===== src/hdl/cdh_pkg.sv =====
// ----------------------------------------------------------------------------
// cdh_pkg
// Shared types, constants and helpers of the coefficient decompose/hint unit.
// ----------------------------------------------------------------------------
package cdh_pkg;

  localparam logic [11:0] Q          = 12'd3109;
  localparam logic [12:0] Q_X2       = 13'd6218;
  localparam logic [8:0]  ALPHA      = 9'd259;
  localparam logic [8:0]  HALF_ALPHA = 9'd129;
  localparam logic [4:0]  N_IDX      = 5'd12;
  localparam logic [4:0]  N_IDX_M1   = 5'd11;
  // floor(2^16 / 259): quotient estimate is short by at most one
  localparam logic [7:0]  RECIP      = 8'd253;

  typedef enum logic [1:0] {
    OP_HIGH      = 2'd0,
    OP_LOW       = 2'd1,
    OP_MAKE_HINT = 2'd2,
    OP_USE_HINT  = 2'd3
  } cdh_op_e;

  typedef struct packed {
    cdh_op_e    op;
    logic       hint;
    logic       pos;
  } cdh_ctrl_t;

  // reduce a value below 3 * Q into [0, Q)
  function automatic logic [11:0] mod_q13(input logic [12:0] v);
    logic [12:0] r;
    if (v >= Q_X2) begin
      r = v - Q_X2;
    end else if (v >= {1'b0, Q}) begin
      r = v - {1'b0, Q};
    end else begin
      r = v;
    end
    return r[11:0];
  endfunction

endpackage


===== src/hdl/cdh_result.sv =====
// ----------------------------------------------------------------------------
// cdh_result
// Final result select: scaled high part, low part, hint bit or hinted high part.
// ----------------------------------------------------------------------------
module cdh_result
  import cdh_pkg::*;
(
  input  cdh_ctrl_t   ctrl_i,
  input  logic [11:0] coeff_i,
  input  logic [4:0]  idx_x_i,
  input  logic [4:0]  idx_d_i,
  output logic [11:0] result_o
);

  // (idx * 259) mod 3109 with index 12 wrapped to 0
  function automatic logic [11:0] high_of_idx(input logic [4:0] idx);
    logic [11:0] v;
    case (idx)
      5'd0:    v = 12'd0;
      5'd1:    v = 12'd259;
      5'd2:    v = 12'd518;
      5'd3:    v = 12'd777;
      5'd4:    v = 12'd1036;
      5'd5:    v = 12'd1295;
      5'd6:    v = 12'd1554;
      5'd7:    v = 12'd1813;
      5'd8:    v = 12'd2072;
      5'd9:    v = 12'd2331;
      5'd10:   v = 12'd2590;
      5'd11:   v = 12'd2849;
      5'd12:   v = 12'd0;
      5'd13:   v = 12'd258;
      5'd14:   v = 12'd517;
      5'd15:   v = 12'd776;
      5'd16:   v = 12'd1035;
      default: v = 12'd0;
    endcase
    return v;
  endfunction

  logic [11:0] hp_x;
  logic [11:0] hp_d;
  logic [4:0]  step_n;
  logic [4:0]  step_m;
  logic [11:0] step_val;

  assign hp_x = high_of_idx(idx_x_i);
  assign hp_d = high_of_idx(idx_d_i);

  // step the unwrapped index up or down by one, modulo 12
  assign step_n = ctrl_i.pos ? idx_x_i + 5'd1 : idx_x_i + N_IDX_M1;

  always_comb begin
    if (step_n >= (N_IDX << 1)) begin
      step_m = step_n - (N_IDX << 1);
    end else if (step_n >= N_IDX) begin
      step_m = step_n - N_IDX;
    end else begin
      step_m = step_n;
    end
  end

  assign step_val = high_of_idx(step_m);

  always_comb begin
    unique case (ctrl_i.op)
      OP_HIGH:      result_o = hp_x;
      OP_LOW:       result_o = mod_q13({1'b0, coeff_i} + {1'b0, Q} - {1'b0, hp_x});
      OP_MAKE_HINT: result_o = {11'd0, hp_x != hp_d};
      OP_USE_HINT:  result_o = ctrl_i.hint ? step_val : hp_x;
      default:      result_o = hp_x;
    endcase
  end

endmodule


===== src/hdl/coeff_decompose_hint_unit.sv =====
// ----------------------------------------------------------------------------
// coeff_decompose_hint_unit
// Pipelined per-coefficient decompose, make-hint and use-hint unit mod 3109.
// ----------------------------------------------------------------------------
// Usage:
//   Input stream s_axis_*: one coefficient operation per transfer. tuser
//   carries the op code, tdata carries coeff, second_coeff and hint_bit.
//   Output stream m_axis_*: one result per input, in input order.
//   Throughput: one item per cycle while the receiver does not stall, set by
//   the six-stage pipeline; the divide by 259 is a reciprocal multiply plus
//   one correction step, done once for coeff and once for the make-hint
//   difference.
//   Each stage advances when it is empty or the stage after it advances, so
//   bubbles are squeezed out and s_axis_tready_o stays high while any stage
//   is free, also while a finished result waits at the output.
//   When the receiver stalls the pipeline fills and then holds; no item is
//   dropped or repeated.
//   Reset empties every stage, so the block can take an item as soon as
//   rst_ni is released.
// ----------------------------------------------------------------------------
module coeff_decompose_hint_unit
  import cdh_pkg::*;
(
  input  logic        clk_i,
  input  logic        rst_ni,
  input  logic        s_axis_tvalid_i,
  output logic        s_axis_tready_o,
  input  logic [31:0] s_axis_tdata_i,   // coeff[11:0], second_coeff[23:12], hint_bit[24]
  input  logic [1:0]  s_axis_tuser_i,   // op[1:0]
  output logic        m_axis_tvalid_o,
  input  logic        m_axis_tready_i,
  output logic [15:0] m_axis_tdata_o    // result[11:0]
);

  logic v1_q, v2_q, v3_q, v4_q, v5_q, v6_q;
  logic en1, en2, en3, en4, en5, en6;

  assign en6 = !v6_q || m_axis_tready_i;
  assign en5 = !v5_q || en6;
  assign en4 = !v4_q || en5;
  assign en3 = !v3_q || en4;
  assign en2 = !v2_q || en3;
  assign en1 = !v1_q || en2;
  assign s_axis_tready_o = en1;

  always_ff @(posedge clk_i or negedge rst_ni) begin
    if (!rst_ni) begin
      v1_q <= 1'b0;
      v2_q <= 1'b0;
      v3_q <= 1'b0;
      v4_q <= 1'b0;
      v5_q <= 1'b0;
      v6_q <= 1'b0;
    end else begin
      if (en1) v1_q <= s_axis_tvalid_i;
      if (en2) v2_q <= v1_q;
      if (en3) v3_q <= v2_q;
      if (en4) v4_q <= v3_q;
      if (en5) v5_q <= v4_q;
      if (en6) v6_q <= v5_q;
    end
  end

  // stage 1: input register
  cdh_op_e     op1_q;
  logic [11:0] x1_q, c1_q;
  logic        h1_q;

  // stage 2: difference and reciprocal product of x
  cdh_op_e     op2_q;
  logic [11:0] x2_q;
  logic        h2_q;
  logic [12:0] t2_q;
  logic [19:0] px2_q;
  logic [11:0] c2r;

  assign c2r = (c1_q >= Q) ? c1_q - Q : c1_q;

  // stage 3: raw remainder of x, reduced difference
  cdh_op_e     op3_q;
  logic [11:0] x3_q;
  logic        h3_q;
  logic [3:0]  qx3_q;
  logic [9:0]  rx3_q;
  logic [11:0] diff3_q;
  logic [3:0]  qx2;
  logic [11:0] qx2_mul;

  assign qx2     = px2_q[19:16];
  assign qx2_mul = 12'(16'(qx2) * 16'(ALPHA));

  // stage 4: corrected split of x, reciprocal product of difference
  cdh_op_e     op4_q;
  logic [11:0] x4_q;
  logic        h4_q;
  logic [3:0]  qx4_q;
  logic [8:0]  remx4_q;
  logic [11:0] diff4_q;
  logic [19:0] pd4_q;

  // stage 5: index of x, raw remainder of difference
  cdh_op_e     op5_q;
  logic [11:0] x5_q;
  logic        h5_q;
  logic [4:0]  idx_x5_q;
  logic        pos_x5_q;
  logic [3:0]  qd5_q;
  logic [9:0]  rd5_q;
  logic [4:0]  idx_x4;
  logic [3:0]  qd4;
  logic [11:0] qd4_mul;

  assign idx_x4  = (remx4_q > HALF_ALPHA) ? {1'b0, qx4_q} + 5'd1 : {1'b0, qx4_q};
  assign qd4     = pd4_q[19:16];
  assign qd4_mul = 12'(16'(qd4) * 16'(ALPHA));

  // stage 6: index of difference and result select
  cdh_op_e     op6_q;
  logic [11:0] res6_q;
  logic [3:0]  qd5c;
  logic [8:0]  rd5c;
  logic [4:0]  idx_d5;
  cdh_ctrl_t   ctrl5;
  logic [11:0] res5;

  always_comb begin
    if (rd5_q >= {1'b0, ALPHA}) begin
      qd5c = qd5_q + 4'd1;
      rd5c = 9'(rd5_q - {1'b0, ALPHA});
    end else begin
      qd5c = qd5_q;
      rd5c = rd5_q[8:0];
    end
  end

  assign idx_d5 = (rd5c > HALF_ALPHA) ? {1'b0, qd5c} + 5'd1 : {1'b0, qd5c};

  assign ctrl5 = '{op: op5_q, hint: h5_q, pos: pos_x5_q};

  cdh_result u_result (
    .ctrl_i   (ctrl5),
    .coeff_i  (x5_q),
    .idx_x_i  (idx_x5_q),
    .idx_d_i  (idx_d5),
    .result_o (res5)
  );

  always_ff @(posedge clk_i) begin
    if (en1) begin
      op1_q <= cdh_op_e'(s_axis_tuser_i[1:0]);
      x1_q  <= s_axis_tdata_i[11:0];
      c1_q  <= s_axis_tdata_i[23:12];
      h1_q  <= s_axis_tdata_i[24];
    end
    if (en2) begin
      op2_q <= op1_q;
      x2_q  <= x1_q;
      h2_q  <= h1_q;
      t2_q  <= {1'b0, x1_q} + {1'b0, Q} - {1'b0, c2r};
      px2_q <= 20'(x1_q) * 20'(RECIP);
    end
    if (en3) begin
      op3_q   <= op2_q;
      x3_q    <= x2_q;
      h3_q    <= h2_q;
      qx3_q   <= qx2;
      rx3_q   <= 10'(x2_q - qx2_mul);
      diff3_q <= mod_q13(t2_q);
    end
    if (en4) begin
      op4_q   <= op3_q;
      x4_q    <= x3_q;
      h4_q    <= h3_q;
      diff4_q <= diff3_q;
      pd4_q   <= 20'(diff3_q) * 20'(RECIP);
      // fix the quotient estimate when it came out one short
      if (rx3_q >= {1'b0, ALPHA}) begin
        qx4_q   <= qx3_q + 4'd1;
        remx4_q <= 9'(rx3_q - {1'b0, ALPHA});
      end else begin
        qx4_q   <= qx3_q;
        remx4_q <= rx3_q[8:0];
      end
    end
    if (en5) begin
      op5_q    <= op4_q;
      x5_q     <= x4_q;
      h5_q     <= h4_q;
      idx_x5_q <= idx_x4;
      pos_x5_q <= (remx4_q <= HALF_ALPHA) && (remx4_q != 9'd0);
      qd5_q    <= qd4;
      rd5_q    <= 10'(diff4_q - qd4_mul);
    end
    if (en6) begin
      op6_q  <= op5_q;
      res6_q <= res5;
    end
  end

  assign m_axis_tvalid_o = v6_q;
  assign m_axis_tdata_o  = {4'd0, res6_q};

`ifndef NO_ASSERTIONS
  a_ready_when_free: assert property (@(posedge clk_i) disable iff (!rst_ni)
    !v1_q |-> s_axis_tready_o)
    else $error("input not ready while first stage is empty");

  a_result_range: assert property (@(posedge clk_i) disable iff (!rst_ni)
    m_axis_tvalid_o |-> (res6_q < Q))
    else $error("result not reduced below modulus");

  a_hint_is_bit: assert property (@(posedge clk_i) disable iff (!rst_ni)
    (m_axis_tvalid_o && op6_q == OP_MAKE_HINT) |-> (res6_q <= 12'd1))
    else $error("make-hint result is not a single bit");

  a_index_range: assert property (@(posedge clk_i) disable iff (!rst_ni)
    v5_q |-> (idx_x5_q <= 5'd16))
    else $error("high index out of range");

  a_stage_holds: assert property (@(posedge clk_i) disable iff (!rst_ni)
    (v5_q && !en6) |=> (v5_q && $stable(res5)))
    else $error("stalled stage lost its item");
`endif

endmodule


===== config.mk =====
export PLATFORM = sky130hd
export DESIGN_NAME = coeff_decompose_hint_unit
export DESIGN_NICKNAME = d
export VERILOG_FILES = /design/src/hdl/cdh_pkg.sv /design/src/hdl/cdh_result.sv /design/src/hdl/coeff_decompose_hint_unit.sv
export SDC_FILE = /design/constraint.sdc
export NUM_CORES = 1
export LEC_CHECK = 0
export ABC_AREA = 1
export BUFFER_PORTS_ARGS = -buffer_cell sky130_fd_sc_hd__buf_2
export CAP_MARGIN = 10
export CORE_UTILIZATION = 55
export CTS_CLUSTER_SIZE = 16
export DETAILED_ROUTE_END_ITERATION = 12
export GPL_ROUTABILITY_DRIVEN = 0
export PLACE_DENSITY = 0.72
export SYNTH_ARGS = -nofsm -noshare
export SYNTH_HDL_FRONTEND = slang
export SYNTH_SLANG_ARGS = --single-unit
export TNS_END_PERCENT = 10

===== constraint.sdc =====
create_clock -name clk_i -period 12.6 [get_ports clk_i]
set_clock_uncertainty 0.2 [all_clocks]
set_input_delay 0.63 -clock clk_i [delete_from_list [all_inputs] [get_ports clk_i]]
set_output_delay 0.63 -clock clk_i [all_outputs]
set_load 0.02 [all_outputs]

==> results of run 1 <==
==> layer usage <==
layer / part of all wire [%] / GRT usage (%) / up-vias
met4: 2.3 / 6.72 / 2
met5: 0.049 / 0 / -
met1: 43 / 24.9 / 4711
met3: 3.5 / 3.04 / 47
li1: - / - / 5123
met2: 51 / 36.6 / 196
==> metrics by stage <==
| step | worst slack (ns) | instance area [um^2] | util [%] | instances |
|---|---|---|---|---|
| final | 7.22 | 16600 | 61.1 | 1961 |
| after global routing | 6.80 | 16600 | 61.1 | 1961 |
| after CTS | 7.31 | 16600 | 61.1 | 1961 |
| after detailed placement | 7.33 | 16000 | 58.8 | 1928 |
| after global placement | 7.38 | 16000 | 58.8 | 1928 |
| after floorplan | 7.16 | 15300 | - | 1519 |
==> final timing paths <==
| path | slack (ns) | end | cells past startpoint |
|---|---|---|---|
| max in group asynchronous | 11.65 | v2_q$_DFFE_PN0P_ | 2 |
| max | 7.22 | res6_q[0]$_DFFE_PP_ | 30 |
| min in group asynchronous | 0.38 | m_axis_tvalid_o$_DFFE_PN0P_ | 2 |
| max reg2reg | 7.22 | res6_q[0]$_DFFE_PP_ | 30 |
| min reg2reg | 0.22 | op5_q[0]$_DFFE_PP_ | 0 |
| min | 0.17 | c1_q[2]$_DFFE_PP_ | 1 |
==> cell usage in the layout, fill, tap and decap left out, drive strengths merged, types with 3 or more instances in the layout <==
cell type and instances:
o21ai 60, xor2 74, nand2 227, o211ai 10, a21o 4, nor2 91, xnor2 26, o221ai 6
nor3 15, nand4 18, dfrtp 6, o31ai 3, bufinv 4, fa 85, or2 7, clkbuf 18
nand3 78, a21oi 70, inv 302, edfxtp 189, conb 4, o22ai 10, ha 206, clkinv 5
o21bai 4, buf 48, a31oi 3
==> registers in the layout, summed over array words and instances, names as in the netlist, 4 cells and up <==
name and cells:
x5_q 12, qx3_q 4, t2_q 13, res6_q 12, pd4_q 4, x1_q 12
rx3_q 10, diff3_q 12, x3_q 12, rd5_q 10, qx4_q 4, px2_q 4
x2_q 12, idx_x5_q 5, diff4_q 10, c1_q 12, x4_q 12, qd5_q 4
remx4_q 9
==> final cells by class <==
type | count | area share (%)
multi-input combinational | 1016 | 50.1
clock buffer | 18 | 2.58
sequential | 195 | 35.1
clock inverter | 14 | 1.18
timing repair buffer | 49 | 1.57
tap | 372 | 2.80
inverter | 297 | 6.71
==> synth_stat cells (all sizes together) <==
cell type    n  area share (%)
o22ai       10            0.57
xor2        74             4.3
o311ai       1           0.057
o21ai       60             2.1
xnor2       26             1.5
nand2      227             6.4
a21o         4            0.20
or2          7            0.29
a22oi        2           0.098
nor2        91             2.4
ha         206              17
conb         1           0.024
clkinv       1           0.024
and3         2           0.082
a21oi       70             2.4
o2111ai      2            0.11
nor3b        1           0.049
a21boi       1           0.049
inv        296             7.3
dfrtp        6            0.98
o31ai        3            0.18
mux2         2            0.15
a31oi        3            0.12
nand3       78             2.7
o211ai      10            0.49
a211oi       1           0.049
or4          1           0.049
edfxtp     189              37
clkbuf       5            0.12
nor3        15            0.52
o21bai       4            0.20
fa          85              11
nand4       18            0.73
buf          6            0.40
o221ai       6            0.34
nand3b       1           0.049
a311oi       1           0.057
==> cell families (layout without fill, tap and decap cells) <==
logic type,after synthesis,after routing,synth area share [%]
compound gates,178,178,6.99
xor+xnor,100,100,5.81
fa+ha+maj,291,291,27.9
buf+inv,308,378,7.80
flops,195,195,38.0
mux,2,2,0.147
other cells,1,4,0.0245
simple gates,441,441,13.3
==> repair_timing <==
action                                 in CTS  in global routing
endpoints found under the hold margin       6                  0
resized for setup                           0                  0
hold buffers                                1                  0
buffers inserted                            0                  0
==> critical path: cells and delay by family, from the launching register on <==
family	cells	cell delay, ns
DFF	1	0.54
adders and majority gates	3	0.98
and+or+nand+nor	18	2.13
AOI/OAI and AO/OA	5	0.80
buffers and inverters	4	0.47
==> impl_metrics.tcl, run 1 <==
set metrics [dict create \
    critPathSlowestCell "edfxtp_1" \
    cts.clk_slew.worst_paths_ns 0.07 \
    row_count 60 \
    grt_pass1_vias 10115 \
    syn-cell-area_um2 15300 \
    cts.sinks 195 \
    dr.pass1.iters 5 \
    crit_type "flop to flop" \
    clk_path_buf_depth 2 \
    crit_fanout 13 \
    maxSlewHeadroom_pct 22.8 \
    fmax_mhz 186 \
    antenna_cells 0 \
    setup_viol 0 \
    portBuffers 44 \
    wl_per_cell_um 13.6 \
    final_nets 1905 \
    min_from "s_axis_tdata_i[14]" \
    synth_cell_types 56 \
    tightest_slew_ns 1.16 \
    grt_max_degree 44 \
    final.setup.tns_ns 0 \
    hold_class "primary input to flop" \
    die_h_um 169 \
    multi_input_area_um2 8310 \
    cts_buffers 17 \
    core_um2 27200 \
    regArea_um2 5830 \
    ys_seq_area_share_pct 38.0 \
    cpMostUsedCell "nand2_1" \
    start_util_pct 56.4 \
    clk_latency_ns 0.43 \
    globalRoute.totalOverflow 0 \
    worstPathArrival_ns 5.36 \
    via_per_inst 5.14 \
    drive_gt1_share_pct 8.75 \
    vias 10079 \
    status "finished, final reports clean" \
    grt_pass1_wl_mm 46.3 \
    cp-start-kind "flop" \
    crit_start "idx_x5_q[0]$_DFFE_PP_" \
    yosys_warnings 0 \
    hold_ws_ns 0.169 \
    first_iter_violations 606 \
    grt_usage_pct 20.3 \
    syn_inst 1516 \
    syn_to_final_growth_pct 8.37 \
    h-tree-depth 4 \
    period_needed_ns 5.38 \
    syn_avg_cell_area_um2 10.1 \
    synth.ff_latch_count 195 \
    fill_cells 2214 \
    finalMaxSlewViolations 0 \
    dieArea_um2 28500 \
    drv_cap 0 \
    slowest_delay_ns 0.54 \
    cp.required_ns 12.58 \
    hold_viol 0 \
    drc 0 \
    antenna_found_initial 1 \
    fin_crit_sh_pct 42.7 \
    clockRootBuffer "clkbuf_16" \
    totalWireLength_mm 26.7 \
    endpoint_kind "flop" \
    die_w_um 169 \
    dp_hpwl_mm 21.2 \
    ant_nets 0 \
    ios 56 \
    cts_tree "built" \
    rsz0062_at_grt "false" \
    timing.rr.start "idx_x5_q[0]$_DFFE_PP_" \
]
Power of run 1 is left out: the tool's default activity adds up to more than one toggle a clock period on the data nets, which glitch-free logic cannot reach.
==> run 2: changes to the inputs <==
==> constraint.sdc (replaced) <==
create_clock -name clk_i -period 5.4 [get_ports clk_i]
set_clock_uncertainty 0.2 [all_clocks]
set_input_delay 0.27 -clock clk_i [delete_from_list [all_inputs] [get_ports clk_i]]
set_output_delay 0.27 -clock clk_i [all_outputs]
set_load 0.02 [all_outputs]
==> impl_metrics.tcl, run 2 (same netlist as run 1, synthesis figures left out) <==
set metrics [dict create \
    rsz0062_at_grt "true" \
    core_um2 27200 \
    drv_cap 0 \
    ant_nets 0 \
    grt_max_degree 44 \
    antenna_cells 0 \
    totalWireLength_mm 28.0 \
    tightest_slew_ns 1.14 \
    met1_usage_pct 24.6 \
    ios 56 \
    grt_usage_pct 20.8 \
    status "finished, final reports clean" \
    crit_type "flop to flop" \
    syn_to_final_growth_pct 11.0 \
    wl_per_cell_um 14.0 \
    busiest_layer "met2" \
    via_per_inst 5.20 \
    hold_class "primary input to asynchronous set/reset pin" \
    top_register "t2_q" \
    drive_gt1_share_pct 9.79 \
    dr.pass1.iters 5 \
    largest_reg_flops 13 \
    reg2reg_to "pd4_q[19]$_DFFE_PP_" \
    drc 0 \
    mostFrequentLayoutCells "287 x inv_1, 206 x nand2_1, 206 x ha_1" \
    cp-start-kind "flop" \
    cts_buffers 17 \
    timing.rr.start "diff3_q[0]$_DFFE_PP_" \
    hold_ws_ns 0.00641 \
    grt_use_met2_pct 39.2 \
    clockRootBuffer "clkbuf_16" \
    endpoint_kind "flop" \
    fin_crit_sh_pct 94.9 \
    clk_path_buf_depth 2 \
    cts.clk_slew.worst_paths_ns 0.08 \
    vias 10433 \
    rr_worst_depth 18 \
    portBuffers 44 \
    clk_latency_ns 0.43 \
    h-tree-depth 4 \
    grt_pass1_vias 10475 \
    start_util_pct 56.4 \
    dieArea_um2 28500 \
    setup_viol 0 \
    row_count 60 \
    cp.required_ns 5.38 \
    maxSlewHeadroom_pct 24.1 \
    antenna_found_initial 0 \
    fmax_mhz 195 \
    cts_tree "built" \
    final_common_cell "inv_1" \
    rrSetupSlack_ns 0.28 \
    worstPathArrival_ns 5.11 \
    final_nets 1950 \
    dp_hpwl_mm 21.5 \
    crit_fanout 5 \
    grt_pass1_wl_mm 47.5 \
    globalRoute.totalOverflow 0 \
    first_iter_violations 593 \
    fill_cells 2215 \
    met3_usage_pct 2.85 \
    die_h_um 169 \
    finalMaxSlewViolations 0 \
    hold_viol 0 \
    period_needed_ns 5.12 \
    cts.sinks 195 \
    die_w_um 169 \
]
## run 2: changes by cell type in the layout (fill, tap and decap cells not counted), sizes merged
cell         previous run  this run
clkinvlp                0         1
inv                   302       304
bufinv                  4         1
buf                    48        64
dlygate4sd3             1        29
clkinv                  5         6
## run 2: layer usage
metal / vias up / part of all wire [%]
met5: - / 0
met4: 0 / 1.8
met3: 37 / 3.3
met2: 232 / 53
met1: 4950 / 42
li1: 5214 / -
## run 2: worst max-delay path, cell delays in order (launching register included)
cell and delay, ns:
edfxtp_1 0.50, fa_1 0.59, inv_1 0.06, fa_1 0.46, fa_1 0.54, inv_1 0.05, fa_1 0.47, ha_1 0.32
a21oi_1 0.15, o21ai_0 0.09, a21oi_1 0.17, nor2_1 0.08, o211ai_1 0.20, a21oi_1 0.08, or2_2 0.30, a21o_1 0.18
a21o_1 0.18, a21oi_1 0.17, xnor2_1 0.08
## run 2: worst max-delay path by stage
stage / startpoint / end / slack (ns) / cells after the start
2_1_floorplan: m_axis_tvalid_o$_DFFE_PN0P_ / c1_q[0]$_DFFE_PP_ / 0.31 / 11
3_3_place_gp: diff3_q[3]$_DFFE_PP_ / pd4_q[19]$_DFFE_PP_ / 0.31 / 18
3_5_place_dp: diff3_q[3]$_DFFE_PP_ / pd4_q[19]$_DFFE_PP_ / 0.21 / 18
4_1_cts: diff3_q[3]$_DFFE_PP_ / pd4_q[19]$_DFFE_PP_ / 0.14 / 18
5_1_grt: diff3_q[3]$_DFFE_PP_ / pd4_q[19]$_DFFE_PP_ / -0.04 / 18
6_report: diff3_q[0]$_DFFE_PP_ / pd4_q[19]$_DFFE_PP_ / 0.28 / 18
## run 2: what timing repair did
| item | 4_1_cts | 5_1_grt |
|---|---|---|
| setup endpoints to repair | 0 | 13 |
| hold buffers | 29 | 0 |
| resized for setup | 0 | 2 |
| setup buffers | 0 | 9 |
| hold endpoints to repair | 34 | 0 |
## run 2: through the flow
step / std cells / TNS [ns] / cell area, um^2 / setup slack, ns / util, %
after detailed placement: 1935 / 0 / 16000 / 0.214 / 59.0
final: 2006 / 0 / 17000 / 0.277 / 62.6
after floorplan: 1519 / 0 / 15300 / 0.314 / -
after global placement: 1935 / 0 / 16000 / 0.309 / 59.0
after CTS: 1996 / 0 / 16900 / 0.143 / 62.2
after global routing: 2006 / -0.0442 / 17000 / -0.0442 / 62.6
## run 2: layout make-up
cell class / instances / area (um^2) / share of cell area (%)
well taps: 372 / 465 / 2.74
repair buffers: 94 / 686 / 4.03
inverters: 297 / 1110 / 6.55
clock inverters: 15 / 165 / 0.971
multi-input cells: 1016 / 8330 / 49.0
clock buffers: 17 / 425 / 2.50
flip-flops and latches: 195 / 5830 / 34.3
Power of run 2 is left out for the same reason.
